### src/rtl/rwat_pkg.sv
// ----------------------------------------------------------------------------
// rwat_pkg
// Types, constants and lookup tables shared by the admission table core.
// ----------------------------------------------------------------------------
package rwat_pkg;

   localparam int TABLE_ENTRIES = 16;
   localparam int KEY_COUNT     = 256;
   localparam int OWNER_COUNT   = 256;

   // Fixed field widths of the request and response payloads
   localparam int REQ_W   = 2;
   localparam int FKEY_W  = 8;
   localparam int KIND_W  = 2;
   localparam int FOWN_W  = 8;
   localparam int SLOT_W  = 4;

   localparam int IDX_W = (TABLE_ENTRIES > 2) ? $clog2(TABLE_ENTRIES) : 1;
   localparam int CMP_W = (IDX_W > SLOT_W) ? IDX_W : SLOT_W;
   localparam int KEY_W = (KEY_COUNT >= (1 << FKEY_W)) ? FKEY_W : $clog2(KEY_COUNT);
   localparam int OWN_W = (OWNER_COUNT >= (1 << FOWN_W)) ? FOWN_W : $clog2(OWNER_COUNT);

   localparam logic [REQ_W-1:0]  REQ_CHECK  = 2'd0;
   localparam logic [REQ_W-1:0]  REQ_INSERT = 2'd1;
   localparam logic [REQ_W-1:0]  REQ_REMOVE = 2'd2;
   localparam logic [KIND_W-1:0] KIND_READ  = 2'd0;

   typedef struct packed {
      logic [REQ_W-1:0]  req_type;
      logic [FKEY_W-1:0] event_key;
      logic [KIND_W-1:0] access_kind;
      logic [FOWN_W-1:0] owner_tag;
      logic [SLOT_W-1:0] slot_index;
   } req_payload_type;

   typedef struct packed {
      logic              admitted;
      logic              success;
      logic [SLOT_W-1:0] slot_out;
   } rsp_payload_type;

   // Request token handed from cell to cell, with its running answer
   typedef struct packed {
      logic              valid;
      logic [REQ_W-1:0]  req_type;
      logic [KEY_W-1:0]  key;
      logic [KIND_W-1:0] kind;
      logic [OWN_W-1:0]  owner;
      logic [SLOT_W-1:0] slot;
      logic              blocked;
      logic              placed;
      logic [SLOT_W-1:0] slot_out;
   } token_type;

   typedef logic [KEY_W-1:0] key_table_type [1 << FKEY_W];
   typedef logic [OWN_W-1:0] own_table_type [1 << FOWN_W];

   function automatic key_table_type build_key_table();
      key_table_type t;
      for (int i = 0; i < (1 << FKEY_W); i++) begin
         t[i] = KEY_W'(i % KEY_COUNT);
      end
      return t;
   endfunction

   function automatic own_table_type build_own_table();
      own_table_type t;
      for (int i = 0; i < (1 << FOWN_W); i++) begin
         t[i] = OWN_W'(i % OWNER_COUNT);
      end
      return t;
   endfunction

   localparam key_table_type KEY_TABLE = build_key_table();
   localparam own_table_type OWN_TABLE = build_own_table();

endpackage

### src/rtl/rwat_req_if.sv
// ----------------------------------------------------------------------------
// rwat_req_if
// Request channel: valid/ready handshake with the request payload.
// ----------------------------------------------------------------------------
interface rwat_req_if;
   logic                      valid;
   logic                      ready;
   rwat_pkg::req_payload_type payload;

   modport source (output valid, output payload, input ready);
   modport sink   (input valid, input payload, output ready);
endinterface

### src/rtl/rwat_rsp_if.sv
// ----------------------------------------------------------------------------
// rwat_rsp_if
// Response channel: valid/ready handshake with the response payload.
// ----------------------------------------------------------------------------
interface rwat_rsp_if;
   logic                      valid;
   logic                      ready;
   rwat_pkg::rsp_payload_type payload;

   modport source (output valid, output payload, input ready);
   modport sink   (input valid, input payload, output ready);
endinterface

### src/rtl/rwat_cell.sv
// ----------------------------------------------------------------------------
// rwat_cell
// One table slot. Applies the passing request to its entry and hands the
// token with the updated running answer to the next cell.
// ----------------------------------------------------------------------------
module rwat_cell (
   input  logic                      clock,
   input  logic                      reset,
   input  logic [rwat_pkg::IDX_W-1:0] cell_index,
   input  logic                      hold,
   input  rwat_pkg::token_type       tok_in,
   output rwat_pkg::token_type       tok_out
);

   logic                          valid_ff, valid_in;
   logic [rwat_pkg::KEY_W-1:0]    key_ff, key_in;
   logic [rwat_pkg::KIND_W-1:0]   kind_ff, kind_in;
   logic [rwat_pkg::OWN_W-1:0]    owner_ff, owner_in;
   logic                          tok_valid_ff;
   rwat_pkg::token_type           tok_ff, tok_in_next;
   logic [rwat_pkg::CMP_W-1:0]    index_ext;
   logic                          key_hit;
   logic                          active;

   assign index_ext = rwat_pkg::CMP_W'(cell_index);
   assign key_hit   = valid_ff && (key_ff == tok_in.key);
   assign active    = tok_in.valid && !hold;

   always_comb begin
      valid_in    = valid_ff;
      key_in      = key_ff;
      kind_in     = kind_ff;
      owner_in    = owner_ff;
      tok_in_next = tok_in;
      case (tok_in.req_type)
         rwat_pkg::REQ_CHECK: begin
            // a read only clashes with a write; a write clashes with anything
            if (key_hit && ((tok_in.kind != rwat_pkg::KIND_READ) ||
                            (kind_ff != rwat_pkg::KIND_READ))) begin
               tok_in_next.blocked = 1'b1;
            end
         end
         rwat_pkg::REQ_INSERT: begin
            if (!tok_in.placed && !valid_ff) begin
               valid_in             = 1'b1;
               key_in               = tok_in.key;
               kind_in              = tok_in.kind;
               owner_in             = tok_in.owner;
               tok_in_next.placed   = 1'b1;
               tok_in_next.slot_out = index_ext[rwat_pkg::SLOT_W-1:0];
            end
         end
         rwat_pkg::REQ_REMOVE: begin
            if (rwat_pkg::CMP_W'(tok_in.slot) == index_ext) begin
               valid_in = 1'b0;
               key_in   = '0;
               kind_in  = '0;
               owner_in = '0;
            end
         end
         default: begin
         end
      endcase
   end

   always_ff @(posedge clock) begin
      if (reset) begin
         valid_ff <= 1'b0;
      end else if (active) begin
         valid_ff <= valid_in;
      end
   end

   always_ff @(posedge clock) begin
      if (active) begin
         key_ff   <= key_in;
         kind_ff  <= kind_in;
         owner_ff <= owner_in;
      end
   end

   always_ff @(posedge clock) begin
      if (reset) begin
         tok_valid_ff <= 1'b0;
      end else if (!hold) begin
         tok_valid_ff <= tok_in.valid;
      end
   end

   always_ff @(posedge clock) begin
      if (active) begin
         tok_ff <= tok_in_next;
      end
   end

   always_comb begin
      tok_out       = tok_ff;
      tok_out.valid = tok_valid_ff;
   end

endmodule

### src/rtl/reader_writer_admission_table_core.sv
// ----------------------------------------------------------------------------
// reader_writer_admission_table_core
// Reader/writer admission table built as a chain of slot cells.
// ----------------------------------------------------------------------------
// A request walks the chain of TABLE_ENTRIES slot cells, one cell per clock
// while the chain is not held for a waiting response, and each cell checks or
// updates its own slot on the way; the response is registered from the last
// cell. One request is in the chain at a time, so a new request is taken the
// cycle after the previous one reaches the response register. The response
// register lets the next request start while a response waits. Reset frees
// every slot.
module reader_writer_admission_table_core (
   input  logic        clock,
   input  logic        reset,
   rwat_req_if.sink    req,
   rwat_rsp_if.source  rsp
);

   localparam int N = rwat_pkg::TABLE_ENTRIES;

   rwat_pkg::token_type   tok [N+1];
   rwat_pkg::token_type   tok_last;
   logic                  busy_ff, busy_in;
   logic                  rsp_valid_ff, rsp_valid_in;
   rwat_pkg::rsp_payload_type rsp_ff, rsp_in;
   logic                  accept;
   logic                  hold;
   logic [N:1]            chain_valid;

   assign req.ready = !busy_ff;
   assign accept    = req.valid && !busy_ff;
   assign tok_last  = tok[N];
   assign hold      = tok_last.valid && rsp_valid_ff && !rsp.ready;

   always_comb begin
      tok[0].valid    = accept;
      tok[0].req_type = req.payload.req_type;
      tok[0].key      = rwat_pkg::KEY_TABLE[req.payload.event_key];
      tok[0].kind     = req.payload.access_kind;
      tok[0].owner    = rwat_pkg::OWN_TABLE[req.payload.owner_tag];
      tok[0].slot     = req.payload.slot_index;
      tok[0].blocked  = 1'b0;
      tok[0].placed   = 1'b0;
      tok[0].slot_out = '0;
   end

   for (genvar k = 0; k < N; k++) begin : g_cell
      rwat_cell u_cell (
         .clock      (clock),
         .reset      (reset),
         .cell_index (rwat_pkg::IDX_W'(k)),
         .hold       (hold),
         .tok_in     (tok[k]),
         .tok_out    (tok[k+1])
      );
      assign chain_valid[k+1] = tok[k+1].valid;
   end

   always_comb begin
      rsp_in = rsp_ff;
      rsp_in.admitted = (tok_last.req_type == rwat_pkg::REQ_CHECK) && !tok_last.blocked;
      rsp_in.success  = ((tok_last.req_type == rwat_pkg::REQ_INSERT) && tok_last.placed) ||
                        (tok_last.req_type == rwat_pkg::REQ_REMOVE);
      rsp_in.slot_out = (tok_last.req_type == rwat_pkg::REQ_INSERT) ? tok_last.slot_out : '0;
   end

   always_comb begin
      busy_in      = busy_ff;
      rsp_valid_in = rsp_valid_ff;
      if (rsp.ready) begin
         rsp_valid_in = 1'b0;
      end
      if (tok_last.valid && !hold) begin
         rsp_valid_in = 1'b1;
         busy_in      = 1'b0;
      end
      if (accept) begin
         busy_in = 1'b1;
      end
   end

   always_ff @(posedge clock) begin
      if (reset) begin
         busy_ff      <= 1'b0;
         rsp_valid_ff <= 1'b0;
      end else begin
         busy_ff      <= busy_in;
         rsp_valid_ff <= rsp_valid_in;
      end
   end

   always_ff @(posedge clock) begin
      if (tok_last.valid && !hold) begin
         rsp_ff <= rsp_in;
      end
   end

   assign rsp.valid   = rsp_valid_ff;
   assign rsp.payload = rsp_ff;

   // at most one request walks the chain
   a_single_token: assert property (@(posedge clock) disable iff (reset)
      $countones(chain_valid) <= 1)
      else $error("more than one request in the cell chain");

   a_busy_on_accept: assert property (@(posedge clock) disable iff (reset)
      accept |=> busy_ff)
      else $error("busy not set after request accepted");

   a_token_needs_busy: assert property (@(posedge clock) disable iff (reset)
      (chain_valid != '0) |-> busy_ff)
      else $error("request in chain while not busy");

   a_slot_needs_success: assert property (@(posedge clock) disable iff (reset)
      rsp.valid && (rsp.payload.slot_out != '0) |-> rsp.payload.success)
      else $error("slot reported without success");

   a_admit_excl: assert property (@(posedge clock) disable iff (reset)
      rsp.valid |-> !(rsp.payload.admitted && rsp.payload.success))
      else $error("admitted and success both set");

endmodule

### src/flat_wrapper.sv
// flat-port wrapper written by rule: the top's interface ports become plain ports
module reader_writer_admission_table_core_flat 
  (clock, reset, req_valid, req_payload, req_ready, rsp_valid, rsp_payload, rsp_ready);
  rwat_req_if req_i ();
  rwat_rsp_if rsp_i ();
  input  logic clock;
  input  logic reset;
  input wire logic [$bits(req_i.valid)-1:0] req_valid;
  input wire logic [$bits(req_i.payload)-1:0] req_payload;
  output wire logic [$bits(req_i.ready)-1:0] req_ready;
  output wire logic [$bits(rsp_i.valid)-1:0] rsp_valid;
  output wire logic [$bits(rsp_i.payload)-1:0] rsp_payload;
  input wire logic [$bits(rsp_i.ready)-1:0] rsp_ready;
  assign req_i.valid = req_valid;
  assign req_i.payload = req_payload;
  assign req_ready = req_i.ready;
  assign rsp_valid = rsp_i.valid;
  assign rsp_payload = rsp_i.payload;
  assign rsp_i.ready = rsp_ready;
  reader_writer_admission_table_core u_core (.clock(clock), .reset(reset), .req(req_i), .rsp(rsp_i));
endmodule
### config.mk
export PLATFORM = sky130hd
export DESIGN_NAME = reader_writer_admission_table_core_flat
export DESIGN_NICKNAME = d
export VERILOG_FILES = /design/src/rtl/rwat_pkg.sv /design/src/rtl/rwat_req_if.sv /design/src/rtl/rwat_rsp_if.sv /design/src/rtl/rwat_cell.sv /design/src/rtl/reader_writer_admission_table_core.sv /design/src/flat_wrapper.sv
export SDC_FILE = /design/constraint.sdc
export NUM_CORES = 1
export LEC_CHECK = 0
export ABC_AREA = 1
export CORE_ASPECT_RATIO = 0.7
export CORE_MARGIN = 2
export CORE_UTILIZATION = 49
export CTS_CLUSTER_DIAMETER = 40
export DETAILED_ROUTE_END_ITERATION = 7
export DONT_BUFFER_PORTS = 1
export GPL_ROUTABILITY_DRIVEN = 1
export HOLD_SLACK_MARGIN = 0.12
export PLACE_DENSITY_LB_ADDON = 0.05
export SKIP_CTS_REPAIR_TIMING = 1
export SLEW_MARGIN = 20
export SYNTH_ARGS = -nofsm -noshare
export SYNTH_HDL_FRONTEND = slang
export SYNTH_SLANG_ARGS = --single-unit
### constraint.sdc
create_clock -name clock -period 8.15 [get_ports clock]
set_clock_uncertainty 0.05 [all_clocks]
set_input_delay 0.4075 -clock clock [delete_from_list [all_inputs] [get_ports clock]]
set_output_delay 0.4075 -clock clock [all_outputs]
set_load 0.02 [all_outputs]
Yosys cells after proc, flatten, opt, wreduce, memory -nomap -nowiden
Memories as Yosys holds them, arrays and structs flattened.
Index checks and enable logic that the tools add are counted.
{"block": "word_totals", "n_memories": 1, "out_inout_bits": 8, "word_cells": 694, "ram_bits": 0, "input_bits": 28, "mem_bits_ro": 2048, "reg_bits": 538, "latch_bits": 0}
{"block": "op_classes", "div": 0, "n_shift": 0, "n_mul": 0, "addsub": 0, "n_bitwise": 1, "mux": 211, "n_reduce_logical": 205, "n_eq_ne": 97, "magnitude_cmp": 1}
{"memory": "(name not given)", "words": 256, "width": 8, "rd": 1, "rd_clocked_by_memory_dff": 0, "wr": 0, "line_no": "reader_writer_admission_table_core.sv:38", "text": "tok[0].key = rwat_pkg::KEY_TABLE[req.payload.event_key];"}
{"cell": "$mux 8", "count": 34}
{"cell": "$pmux 8 s2", "count": 16}
{"cell": "$mux 5", "count": 31}
{"cell": "$eq 8x8->1", "count": 16}
{"cell": "$reduce_bool 2->1", "count": 50}
{"cell": "$logic_and 1x1->1", "count": 69}
{"cell": "$mux 1", "count": 66}
{"cell": "$mux 2", "count": 32}
{"cell": "$ne 2x2->1 const B", "count": 32}
{"cell": "$pmux 2 s2", "count": 16}
{"cell": "$reduce_and 4->1", "count": 16}
{"cell": "$eq 2x1->1 const B", "count": 17}
{"cell": "$eq 2x2->1 const B", "count": 17}
{"cell": "$logic_not 1->1", "count": 34}
{"cell": "$logic_not 2->1", "count": 17}
{"cell": "$eq 4x4->1 const B", "count": 8}
{"cell": "$pmux 1 s2", "count": 16}
{"cell": "$logic_or 1x1->1", "count": 17}
{"cell": "$eq 4x3->1 const B", "count": 4}
{"cell": "$ge 9x9->1 const B", "count": 1}
{"cell": "$not 8->9", "count": 1}
{"cell": "$eq 4x2->1 const B", "count": 2}
{"cell": "$eq 4x1->1 const B", "count": 1}
{"cell": "$logic_not 4->1", "count": 1}
{"cell": "$reduce_and 3->1", "count": 1}

Logic depth before layout (Yosys ltp)
{"block": "depth", "depth_word": 8, "ltp_mapped": 9, "depth_no_buf": 9}

Cells and area by module
From an unflattened synthesis, not the netlist that was laid out.
{"block": "unflattened", "hier_cells": 2307, "area_unflattened_um2": 27965.6}
{"module": "rwat_cell", "area_each_um2": 1726.7, "seq_area_each_um2": 1241.2, "instances": 16, "cells_each": 142}
{"module": "reader_writer_admission_table_core", "area_each_um2": 339.1, "seq_area_each_um2": 220.2, "instances": 1, "cells_each": 35}

Worst setup path before layout
OpenSTA, ideal clock, no wires.
{"block": "synth_timing", "path_kind": "register to register", "start": "register u_core.rsp_valid_ff (netlist: u_core.rsp.valid)", "end": "register u_core.g_cell[12].u_cell.key_ff[0] (netlist bit), enable pin", "required_time_ps": 7722, "setup_time_ps": 378, "path_slack_ps": 5439, "period_less_slack_ps": 2711, "path_buffers": 0, "stages_incl_launch_ff": 6, "arrival_ps": 2284, "path_cell_list": "dfxtp_1 nand2_1 nor2_4 nor2_1 inv_1 nor2_1"}
{"block": "synth_via", "elab_chain_len": 5}
{"item": "from (decl)", "line_no": "reader_writer_admission_table_core.sv:24", "text": "logic rsp_valid_ff, rsp_valid_in;"}
{"item": "from (signal assigned)", "line_no": "reader_writer_admission_table_core.sv:88", "text": "rsp_valid_ff <= rsp_valid_in;"}
{"item": "$logic_and 1x1->1 (2 in series)", "line_no": "reader_writer_admission_table_core.sv:33", "text": "assign hold = tok_last.valid && rsp_valid_ff && !rsp.ready;"}
{"item": "$logic_not 1->1", "line_no": "rwat_cell.sv:27", "text": "assign active = tok_in.valid && !hold;"}
{"item": "$logic_and 1x1->1", "line_no": "rwat_cell.sv:27"}
{"item": "$reduce_and 4->1 (no line)"}
{"item": "to (signal assigned)", "line_no": "rwat_cell.sv:76", "text": "key_ff <= key_in;"}
{"item": "to (decl)", "line_no": "rwat_cell.sv:16", "text": "logic [rwat_pkg::KEY_W-1:0] key_ff, key_in;"}
Every way passes these cells.
A chain may end at the register's enable or synchronous reset.

Worst setup path after layout
{"block": "layout_timing", "start": "register u_core.rsp_valid_ff (netlist: u_core.rsp.valid)", "end": "register u_core.g_cell[12].u_cell.key_ff[1] (netlist bit), enable pin"}
The elaborated chain is that of the path after synthesis.

==> flow_metrics.tcl <==
set metrics [dict create \
    final_period_minus_worst_setup_slack_ns 2.71 \
    number_of_enable_flip_flop_cells_after_synthesis 489 \
    r2r_start "u_core.rsp.valid" \
    post-route-util_pct 55.8 \
    finalCritPeriodShare_pct 33.3 \
    worst_min_path_class "in -> reg" \
    avgSynthCellArea_sq_um 11.5 \
    initial_core_util_pct 49.5 \
    final_critical_path_setup_slack_ns 5.44 \
    grt_pass1_vias 11300 \
    postRouteAntennaNets 0 \
    drc 0 \
    grt_antenna_before_repair 0 \
    power_switching_w 0.00107 \
    total_routing_usage_gr_pct 16.0 \
    cell_types_with_the_largest_area_share_after_synthesis "edfxtp_1 68%, nor2_1 6.9%, inv_1 6.7%" \
    fin_tns_setup_ns 0 \
    detail_route.wirelength_um 35500 \
    cts.htree.levels 2 \
    layout-drive-gt1-share_pct 6.69 \
    power_frac_clock_pct 44.7 \
    numCtsBuffers 54 \
    fill_cells 3694 \
    vias_per_cell 4.63 \
    part_of_the_power_in_registers_pct 53.9 \
    cp_slowest_stage_delay_ns 0.81 \
    grt_max_degree 26 \
    cts_root_buffer "clkbuf_16" \
    fp.dieW_um 254 \
    drtPass1Iterations 4 \
    synth.yosys.seq_area_share_pct 71.4 \
    r2r_setup_slack_ns 5.44 \
    seqCellArea_sq_um 15400 \
    std_cell_rows 64 \
    grt_overflow_total 0 \
    drtIter0Drc 869 \
    dr_total_vias 11900 \
    routabilityCongestion 0.805 \
    power.static_leakage_nw 9.73 \
    num_antenna_cells 0 \
    p_int_w 0.00439 \
    ys_seq_elements 523 \
    worst-endpoint-required_ns 8.28 \
    synthDominantAreaCellType "edfxtp_1" \
    multiInputGateArea_sq_um 4630 \
    max_slew_violation_total_from_the_final_report 0 \
    syn_inst 1864 \
    critPathLaunch "u_core.rsp.valid" \
    area_of_the_die_sq_um 45600 \
    endpoint "u_core.g_cell[12].u_cell.key_ff[1]" \
    design.final.nets 2004 \
    vdd_ir_drop_max_mv 0.160 \
    port_buffers 0 \
    asyncSetResetFlopFracSynth_pct 0 \
    regToRegEndpoint "u_core.g_cell[12].u_cell.key_ff[1]" \
    yosys_warnings 0 \
    max_cap_violations 0 \
    synth_nets 1940 \
    clock_transition_time_at_the_flip_flop_clock_pins_of_the_worst_setup_and_hold_paths_ns 0.06 \
    pin_count 36 \
    clock_insertion_delay_at_the_later_pin_of_the_skew_report_ns 0.57 \
    ctsLongestPathBuffers 3 \
    tritoncts "yes" \
    netlist-cell-type-count 25 \
    final_hold_viol_count 0 \
    synth_top_cells_by_count "489 x edfxtp_1, 396 x nor2_1, 385 x inv_1" \
    worstPathMaxFanout 24 \
    sw_frac_of_total_pct 19.6 \
    critical-path-top-cell-by-count "nor2_4" \
    dominantRegCellSynth "edfxtp_1" \
    synth_largest_type_area_fraction_pct 68.3 \
    critPathKind "reg -> reg" \
    syn-cell-area_sq_um 21500 \
    power.total_w 0.00546 \
    max-slew-margin-rel_pct 32.9 \
    worst_pin_slew_ns 1.00 \
    numClockSinks 523 \
    run_status "finished, final reports clean" \
    power.density_nw_per_um2 225 \
    worst-endpoint-arrival_ns 2.85 \
    count_leader_synth "edfxtp_1" \
    worstPathCellList "nand2_1 > nor2_4 > nor2_4 > inv_1 > nor2_1" \
    dieHeight_um 179 \
    rsz0062_at_grt "false" \
    routed_length_per_placed_instance_um 13.8 \
    pwr-share-comb_pct 1.3 \
    setup-violations-final 0 \
    whs_ns 0.104 \
    reg2reg_depth 5 \
    crit_path_start_kind "register" \
    worst_path_max_delay_cell "nor2_1" \
    core_area_sq_um 43500 \
    flow.area_growth_from_synthesis_pct 12.7 \
    global_route_wire_length_before_repair_um 58100 \
    preCtsSetupSlack_ns 4.95 \
    fmax_mhz 368 \
    detailedPlacementHpwl_um 24400 \
    end_kind "register" \
]
## worst min-delay path by stage
stage          slack (ns)                                from                                  end  cells past startpoint
2_1_floorplan        0.38  u_core.g_cell[9].u_cell.tok_out[7]  u_core.g_cell[10].u_cell.tok_out[7]                      0
3_3_place_gp         0.39  u_core.g_cell[6].u_cell.tok_out[8]   u_core.g_cell[7].u_cell.tok_out[8]                      0
3_5_place_dp         0.38  u_core.g_cell[6].u_cell.tok_out[7]   u_core.g_cell[7].u_cell.tok_out[7]                      0
4_1_cts             -0.19                               reset                     u_core.rsp.valid                      1
5_1_grt              0.12                     req_payload[19]   u_core.g_cell[0].u_cell.tok_out[5]                      3
6_report             0.10                      req_payload[0]     u_core.g_cell[0].u_cell.valid_ff                      4
## cell families after synthesis
| family | count (synthesis) | share of synthesized area, % |
|---|---|---|
| buf+inv | 406 | 7.18 |
| fa+ha+maj | 48 | 2.79 |
| xor+xnor | 29 | 1.18 |
| flops | 523 | 71.4 |
| compound gates | 134 | 3.59 |
| simple gates | 724 | 13.8 |
## power groups by stage
stage               Sequential (W)  Clock, W  Combinational [W]
floorplan                  0.00300         0          0.0000498
global placement           0.00300         0          0.0000630
detailed placement         0.00300         0          0.0000650
CTS                        0.00295   0.00252          0.0000653
global route               0.00295   0.00263          0.0000856
finish                     0.00295   0.00244          0.0000731
## layer usage
| layer | global-route usage [%] | vias to the layer above | share of wire (%) |
|---|---|---|---|
| met2 | 23.5 | 125 | 42 |
| met5 | 0 | - | 0 |
| met3 | 3.15 | 51 | 3.4 |
| met4 | 4.02 | 0 | 1.7 |
| met1 | 24.6 | 5566 | 53 |
| li1 | - | 6158 | - |
## flip-flops by register name (all words and copies together), names as in the netlist
| name | count |
|---|---|
| u_core.rsp.payload | 6 |
| u_core.g_cell.u_cell.key_ff | 128 |
| u_core.g_cell.u_cell.tok_valid_ff | 16 |
| u_core.rsp.valid | 1 |
| u_core.g_cell.u_cell.valid_ff | 16 |
| u_core.g_cell.u_cell.tok_out | 323 |
| u_core.busy_ff | 1 |
| u_core.g_cell.u_cell.kind_ff | 32 |
## through the flow
step | cells | area [sq um]
2_1_floorplan | 1864 | 21500
3_3_place_gp | 2446 | 22200
3_5_place_dp | 2446 | 22200
4_1_cts | 2548 | 24000
5_1_grt | 2568 | 24200
6_report | 2568 | 24200
## worst max-delay path, delay by kind of cell (launching register included)
family	cells	cell delay (ns)
and+or+nand+nor	4	1.67
DFF	1	0.39
buffers and inverters	1	0.19
## area by class of cell
class | count | area share [%]
tap | 594 | 3.07
multi-input combinational | 935 | 19.1
clock inverter | 24 | 0.805
sequential | 523 | 63.4
timing repair buffer | 29 | 1.10
clock buffer | 78 | 6.62
inverter | 385 | 5.96
## cell usage in the layout (no fill, tap or decap)
cell,synthesis,final
edfxtp_1,489,489
nor2_1,396,389
inv_1,385,385
nand2_1,219,219
o21ai_0,83,83
clkbuf_16,0,57
nand3_1,48,48
ha_1,48,48
dfxtp_1,34,34
o21bai_1,23,23
dlygate4sd3_1,0,20
xnor2_1,19,19
nand4_1,19,19
or2_2,15,15
o21a_1,13,13
nor3_1,11,11
clkbuf_1,17,11
a21oi_1,10,10
xor2_1,10,10
clkbuf_8,0,10
buf_4,0,9
nor2_4,7,8
nor2_2,2,8
nand3_2,7,7
clkinv_1,0,6
clkinv_2,0,6
clkinvlp_4,0,4
inv_6,0,4
a21boi_0,3,3
clkinv_4,0,2
bufinv_16,0,2
a211oi_1,1,1
o22ai_1,1,1
Power figures use the tool's default switching activity.
